[config.mk]
export PLATFORM = sky130hd
export DESIGN_NAME = priority_queue_max_select
export DESIGN_NICKNAME = d
export VERILOG_FILES = /design/src/rtl/pqms_pkg.sv /design/src/rtl/pqms_cell.sv /design/src/rtl/priority_queue_max_select.sv
export SDC_FILE = /design/constraint.sdc
export NUM_CORES = 2
export LEC_CHECK = 0
export BUFFER_PORTS_ARGS = -buffer_cell sky130_fd_sc_hd__buf_2
export CAP_MARGIN = 20
export CORE_ASPECT_RATIO = 0.9
export CORE_UTILIZATION = 33
export CTS_CLUSTER_SIZE = 24
export DETAILED_ROUTE_END_ITERATION = 8
export PLACE_DENSITY = 0.46
export SETUP_SLACK_MARGIN = 0.02
export SYNTH_ARGS = -nofsm -noshare
export SYNTH_HDL_FRONTEND = slang
export SYNTH_HIERARCHICAL = 1
export SYNTH_SLANG_ARGS = --single-unit
export TNS_END_PERCENT = 20
[constraint.sdc]
create_clock -name clk -period 25.4 [get_ports clk]
set_input_delay 2.54 -clock clk [delete_from_list [all_inputs] [get_ports clk]]
set_output_delay 2.54 -clock clk [all_outputs]
set_load 0.02 [all_outputs]
[src/rtl/pqms_pkg.sv]
// Shared types, sizes and the entry ordering for the max-select priority queue.
package pqms_pkg;

  localparam int DEPTH = 16;
  localparam int CNT_W = $clog2(DEPTH + 1);

  typedef enum logic [1:0] {
    OP_ENQ  = 2'd0,
    OP_DEQ  = 2'd1,
    OP_PEEK = 2'd2,
    OP_NOP  = 2'd3
  } op_t;

  typedef enum logic [1:0] {
    ST_OK    = 2'd0,
    ST_EMPTY = 2'd1,
    ST_FULL  = 2'd2
  } status_t;

  typedef struct packed {
    op_t                op;
    logic signed [31:0] item_value;
    logic signed [31:0] item_priority;
  } in_item_t;

  typedef struct packed {
    status_t            status;
    logic signed [31:0] best_value;
    logic signed [31:0] best_priority;
    logic [CNT_W-1:0]   occupancy;
  } out_item_t;

  typedef struct packed {
    logic signed [31:0] prio;
    logic signed [31:0] value;
  } entry_t;

  typedef enum logic [1:0] {
    CMD_HOLD   = 2'd0,
    CMD_INSERT = 2'd1,
    CMD_SHIFT  = 2'd2
  } cell_cmd_t;

  // Broadcast to every cell of the chain in the same cycle.
  typedef struct packed {
    cell_cmd_t cmd;
    entry_t    item;
  } cell_ctl_t;

  // True when a ranks at or above b: higher priority, then larger value.
  function automatic logic entry_ge(input entry_t a, input entry_t b);
    logic res;
    begin
      if (a.prio != b.prio) begin
        res = (a.prio > b.prio);
      end else begin
        res = (a.value >= b.value);
      end
      return res;
    end
  endfunction

endpackage

[src/rtl/pqms_cell.sv]
// One slot of the sorted chain: holds an entry, inserts or shifts with its neighbors.
module pqms_cell
  import pqms_pkg::*;
(
  input  logic      clk,
  input  cell_ctl_t ctl,
  input  logic      occ,
  input  logic      upper_ge,
  input  entry_t    upper_ent,
  input  entry_t    lower_ent,
  output entry_t    ent,
  output logic      ge
);

  // Flag that this slot stays ahead of the incoming entry.
  assign ge = occ && entry_ge(ent, ctl.item);

  // Keep, take the new entry, or take a neighbor's entry.
  always_ff @(posedge clk) begin
    unique case (ctl.cmd)
      CMD_INSERT: begin
        if (!ge) begin
          ent <= upper_ge ? ctl.item : upper_ent;
        end
      end
      CMD_SHIFT: begin
        ent <= lower_ent;
      end
      default: begin
        ent <= ent;
      end
    endcase
  end

endmodule

[src/rtl/priority_queue_max_select.sv]
// Top level of the max-select priority queue: sorted cell chain and result register.
//
// Usage: each input beat on in_item is one operation (enqueue, dequeue, peek, no-op).
// A beat is taken when in_valid is high and in_stall is low; every taken beat
// produces exactly one result beat on out_item, taken when out_valid is high
// and out_stall is low.
// Entries are kept sorted in a chain of DEPTH cells, best entry in cell 0, so
// a peek reads cell 0, a dequeue shifts the chain up by one slot, and an
// enqueue lets every cell compare itself against the new entry and open a
// gap in the same cycle.
// The result is registered and appears the cycle after its operation is taken.
// One operation is taken per cycle while the result is not stalled, with the
// compare in each cell combinational and the one result register.
// Reset (rst, synchronous) empties the queue and drops any pending result.
// While the receiver stalls, the result beat holds and in_stall rises, so no
// further operation is taken until the result is delivered.
// Empty peek/dequeue and full enqueue report a status and leave the queue as is.
module priority_queue_max_select
  import pqms_pkg::*;
(
  input  logic      clk,
  input  logic      rst,
  input  logic      in_valid,
  output logic      in_stall,
  input  in_item_t  in_item,
  output logic      out_valid,
  input  logic      out_stall,
  output out_item_t out_item
);

  logic [CNT_W-1:0] count;
  logic [CNT_W-1:0] count_next;
  logic             in_take;
  cell_ctl_t        ctl;
  out_item_t        res;
  entry_t           ent [DEPTH];
  logic             ge  [DEPTH];

  assign in_stall = out_valid && out_stall;
  assign in_take  = in_valid && !in_stall;

  // Decode the operation against the current fill level.
  always_comb begin
    ctl.cmd           = CMD_HOLD;
    ctl.item.prio     = in_item.item_priority;
    ctl.item.value    = in_item.item_value;
    count_next        = count;
    res.status        = ST_OK;
    res.best_value    = '0;
    res.best_priority = '0;
    unique case (in_item.op)
      OP_ENQ: begin
        if (count == CNT_W'(DEPTH)) begin
          res.status = ST_FULL;
        end else begin
          ctl.cmd    = CMD_INSERT;
          count_next = count + 1'b1;
        end
      end
      OP_DEQ, OP_PEEK: begin
        if (count == '0) begin
          res.status = ST_EMPTY;
        end else begin
          res.best_value    = ent[0].value;
          res.best_priority = ent[0].prio;
          if (in_item.op == OP_DEQ) begin
            ctl.cmd    = CMD_SHIFT;
            count_next = count - 1'b1;
          end
        end
      end
      default: begin
        res.status = ST_OK;
      end
    endcase
    res.occupancy = count_next;
    if (!in_take) begin
      ctl.cmd = CMD_HOLD;
    end
  end

  // Build the chain; cell 0 has nothing above, the last cell nothing below.
  for (genvar i = 0; i < DEPTH; i++) begin : g_cell
    logic   occ;
    logic   up_ge;
    entry_t up_ent;
    entry_t lo_ent;

    assign occ = (count > CNT_W'(i));
    if (i == 0) begin : g_top
      assign up_ge  = 1'b1;
      assign up_ent = ctl.item;
    end else begin : g_mid
      assign up_ge  = ge[i-1];
      assign up_ent = ent[i-1];
    end
    if (i == DEPTH - 1) begin : g_end
      assign lo_ent = '0;
    end else begin : g_lo
      assign lo_ent = ent[i+1];
    end

    pqms_cell u_cell (
      .clk       (clk),
      .ctl       (ctl),
      .occ       (occ),
      .upper_ge  (up_ge),
      .upper_ent (up_ent),
      .lower_ent (lo_ent),
      .ent       (ent[i]),
      .ge        (ge[i])
    );
  end

  // Advance the fill level on each taken beat.
  always_ff @(posedge clk) begin
    if (rst) begin
      count <= '0;
    end else if (in_take) begin
      count <= count_next;
    end
  end

  // Hold the result beat until the receiver takes it.
  always_ff @(posedge clk) begin
    if (rst) begin
      out_valid <= 1'b0;
    end else if (in_take) begin
      out_valid <= 1'b1;
    end else if (!out_stall) begin
      out_valid <= 1'b0;
    end
  end

  always_ff @(posedge clk) begin
    if (in_take) begin
      out_item <= res;
    end
  end

endmodule

**Word-level counts from Yosys, hierarchy flattened**

Index checks and enable logic that the tools add are counted.
Widths: inputs -> output; s select.

- Output and inout port bits: 73
- Register bits: 1101
- Logic and storage cells: 244

- Multiplexer cells: 77
- Bitwise operators: 1
- $add $sub $neg: 2
- Reduce and logical (&&, ||, !) cells: 40
- Magnitude comparators: 48
- Eq/ne operators: 38

Operators by type and width:

| kind | count |
|---|---|
| $pmux 64 s2 | 16 |
| $mux 64 | 31 |
| $ge 32x32->1 | 16 |
| $gt 32x32->1 | 16 |
| $ne 32x32->1 | 16 |
| $gt 5x4->1 const B | 8 |
| $ne 2x2->1 const B | 16 |
| $reduce_and 2->1 | 16 |
| $gt 5x3->1 const B | 4 |
| $mux 1 | 20 |
| $logic_and 1x1->1 | 18 |
| $mux 5 | 3 |
| $gt 5x1->1 const B | 2 |
| $gt 5x2->1 const B | 2 |
| $pmux 5 s2 | 1 |
| $mux 2 | 4 |
| $pmux 2 s2 | 2 |
| $add 5x1->5 const B | 1 |
| $eq 5x5->1 const B | 1 |
| $logic_not 5->1 | 1 |
| $sub 5x1->5 const B | 1 |
| $eq 2x1->1 const B | 2 |
| $eq 2x2->1 const B | 2 |
| $reduce_or 2->1 | 2 |
| other kinds (5) | 5 |

**Longest topological paths before layout**

- Depth in word-level cells: 8
- Gate-level depth with buffers: 14
- Mapped depth without buffers: 10

**By module**

Netlist, hierarchy kept.

Modules (own cells, without submodules):

| module | instances | sequential area each (µm²) | area each (µm²) | cells an instance |
|---|---|---|---|---|
| pqms_cell | 16 | 1921.8 | 4892.2 | 515 |
| priority_queue_max_select | 1 | 2252.2 | 3403.3 | 261 |

**Worst setup path after synthesis**

Ideal clock, no wire load.

- Path type: input to register
- Start: input port in_valid
- End: register, netlist name g_cell[0].u_cell/ent[0]
- Library setup time: 0.434 ns
- Setup slack: 15.313 ns
- Path buffers: 1
- Arrival: 9.653 ns
- Stages: 6
- Cells stage by stage: a21boi_1 -> and2_1 -> and3_1 -> nor2b_1 -> clkbuf_1 -> o41a_1

RTL lines:

| element | RTL line | text |
|---|---|---|
| start: declaration | priority_queue_max_select.sv:23 | `input logic in_valid,` |

**Worst setup path after layout**

- Start: input port in_item[27] (netlist bit)
- End: register, netlist name g_cell[11].u_cell/ent[36]

- Word-level cells in the longest chain between the ends: 6

Ends and longest elaborated chain:

| element | RTL line | text |
|---|---|---|
| start: declaration | priority_queue_max_select.sv:25 | `input in_item_t in_item,` |
| $gt 32x32->1 / $ne 32x32->1 (equally long branches) | pqms_pkg.sv:55, pqms_pkg.sv:54 |  |
| $mux 1 (*) | pqms_pkg.sv:54 | `if (a.prio != b.prio) begin` |
| $logic_and 1x1->1 (*) | pqms_cell.sv:16 | `assign ge = occ && entry_ge(ent, ctl.item);` |
| via g_cell[11].up_ge | priority_queue_max_select.sv:85 | `logic up_ge;` |
| $mux 64 (*) | pqms_cell.sv:23 | `ent <= upper_ge ? ctl.item : upper_ent;` |
| $mux 64 (*) | pqms_cell.sv:22 | `if (!ge) begin` |
| $pmux 64 s2 (*) | pqms_cell.sv:20 | `unique case (ctl.cmd)` |

The timed path passes the listed nets; every way through them passes the cells marked *. The select of a mux whose other input is x is not followed.
A chain may end at the register's enable or synchronous reset.

==> summary.txt <==
STA
  • TNS Setup: 0 ns
  • Fmax: 0.155 GHz
  • Slew of the pin with the lowest slew margin: around 1.1 ns
  • Headroom to the max-slew limit: 24.0%
  • Crit path time final: approximately 6.4 ns
  • Setup violations, final: 0
  • RSZ-0062 raised after global routing: no
  • Number of max-slew violations in the final report: 0
  • Fin crit share: 25.4%
  • Endpoints failing hold: 0
  • Final Skew: approximately 0.034 ns

Worst setup path
  • Worst R2R Start: count[0]
  • CP Data Required Time: about 26 ns
  • Worst Setup SP: in_item[27]
  • WP data arrival: ~6.9 ns
  • Worst setup path end: g_cell[11].u_cell/ent[36]
  • Crit Path Class: in -> reg
  • CP max FO: 39
  • Worst setup SP type: input pin
  • Worst R2R Setup Slack: 20.32 ns
  • Worst r2r dst: g_cell[2].u_cell/ent[37]
  • Crit end category: register
  • Reg2reg path depth: 9

Place
  • Detailed Place HPWL: 188 mm
  • IO buf count: 142
  • GP Congestion: around 0.85
  • DP Area: approximately 87000 um^2

Clocking
  • CTS hold repair buffers: 0
  • Clock H-tree levels: 4
  • CTS tree: done
  • Worst-path clk slew: approximately 0.06 ns
  • TritonCTS Sinks: between 1000 and 1500
  • CTS-repair resized insts: 0
  • CTS max path bufs: 3
  • Buffer count from post-CTS setup fixing: 0
  • Total clock buffers created by CTS: about 140
  • Worst skew pair latency: about 0.79 ns
  • CTS Root Cell: clkbuf_16

Drt
  • Routed WL: between 200 and 250 mm
  • Drt first pass iters: 6
  • DR iter-0 viols: 4321
  • DR WL/cell: between 20 and 25 um
  • Antenna viol nets, final: 0
  • Vias/cell: 5.16
  • DRC viols: 0
  • Vias post-DR: 61700

Global routing
  • Largest net degree at the start of global routing: just under 90
  • Vias in the first global route: about 60000
  • Initial antenna violation count: 0
  • Grt total ovfl: 0
  • GRT Resource Usage Total: between 10% and 20%
  • First-pass GRT wire length: 370 mm

Power and ir drop
  • NetSw: approximately 1.4 mW
  • PnR Total Power: slightly below 5 mW
  • Max IR drop VDD: ~70 uV
  • P_int: between 3 and 4 mW
  • Pleak: between 30 and 40 nW
  • Sequential Power Share: between 40% and 50%
  • Clk pwr share: a little under 40%
  • Net Sw Frac: roughly 28%
  • Pwr/cell area: 53.5 nW/um^2
  • Combinational Power Share: around 16%

Cells and area
  • Commonest cells after routing, fill and taps aside: nand2_1, o21ai_0, inv_1
  • # fillers: 24600
  • Share of layout cells above drive strength 1: 6.82%
  • P&R area growth vs syn: 11.1%
  • Commonest non-fill, non-tap cell in the layout: nand2_1
  • Fin nets: slightly below 10000
  • Design area: a little over 90000 um^2

Die
  • Die footprint: around 250000 um^2
  • Initial Util: approximately 33%
  • I/O Pins: roughly 140
  • Die Width: between 500 and 600 um
  • # rows: 172
  • Height of the die: between 400 and 500 um
  • Core ar.: about 250000 um^2

Run status
  • Status: finished, final reports clean

Job
  • Max cap viols: 0

Synthesis
  • Syn avg cell area: roughly 9.6 um^2
  • Post-Syn Area: 81700 um^2
  • Gate Count Post-Synth: 8500
  • Yosys synthesis warning count: 6

Worst hold path
  • Min-delay worst type: reg -> reg
## layer usage
| layer | wire (um) | global-route usage (%) | up-vias |
|---|---|---|---|
| li1 | - | - | 31000 |
| met1 | 133000 | 30.5 | 29100 |
| met2 | 91900 | 25.8 | 1281 |
| met3 | 9990 | 2.27 | 286 |
| met4 | 5660 | 4.72 | 0 |
| met5 | 0 | 0 | - |
## how the worst min path moves through the flow
stage	slack, ns	startpoint	depth (start not counted)	end
5_1_grt	0.61	g_cell[15].u_cell/ent[38]	2	g_cell[14].u_cell/ent[38]
2_1_floorplan	0.52	g_cell[15].u_cell/ent[0]	2	g_cell[14].u_cell/ent[0]
3_5_place_dp	0.56	g_cell[15].u_cell/ent[60]	2	g_cell[14].u_cell/ent[60]
4_1_cts	0.58	g_cell[15].u_cell/ent[46]	2	g_cell[14].u_cell/ent[46]
6_report	0.58	g_cell[15].u_cell/ent[38]	2	g_cell[14].u_cell/ent[38]
3_3_place_gp	0.57	g_cell[15].u_cell/ent[42]	2	g_cell[14].u_cell/ent[42]
## sequential cells by signal, indices dropped and copies added (netlist names)
name / cells
g_cell.u_cell/ent: 1024
out_item: 71
count: 5
out_valid: 1
## cell type report
type | instances | area [um^2] | share of cell area [%]
Antenna cell | 2 | 5.00 | 0.00552
Clock buffer | 175 | 3690 | 4.06
Clock inverter | 71 | 438 | 0.483
Inverter | 1098 | 4120 | 4.54
Multi-Input combinational cell | 6009 | 43700 | 48.1
Sequential cell | 1101 | 33000 | 36.4
Tap cell | 3219 | 4030 | 4.44
Timing Repair Buffer | 281 | 1770 | 1.95
## power groups by stage
stage | Sequential, mW | Combinational [mW] | Clock [mW]
5_1_grt | 2.21 | 0.871 | 2.00
3_3_place_gp | 2.24 | 0.735 | 0
2_1_floorplan | 2.21 | 0.524 | 0
6_report | 2.20 | 0.772 | 1.87
4_1_cts | 2.20 | 0.771 | 1.94
3_5_place_dp | 2.24 | 0.768 | 0
## stage by stage
step	hold WS [ns]	setup WS (ns)	util [%]	cells
floorplan	0.522	15.31	-	8563
global placement	0.567	18.02	35.3	11700
detailed placement	0.563	17.89	35.3	11700
CTS	0.580	18.74	37.0	12000
global route	0.615	18.79	37.0	12000
finish	0.583	18.96	37.0	12000
## worst max-delay path, cell delays in order
cell	delay, ns
buf_2	0.58
inv_1	0.10
ha_1	0.34
nand4_1	0.19
or4_1	0.62
or3_4	0.46
a41o_2	0.31
nor3_2	0.20
buf_4	0.41
buf_4	0.64
mux2i_1	0.30
o21ai_0	0.10
Power figures use the tool's default switching activity.
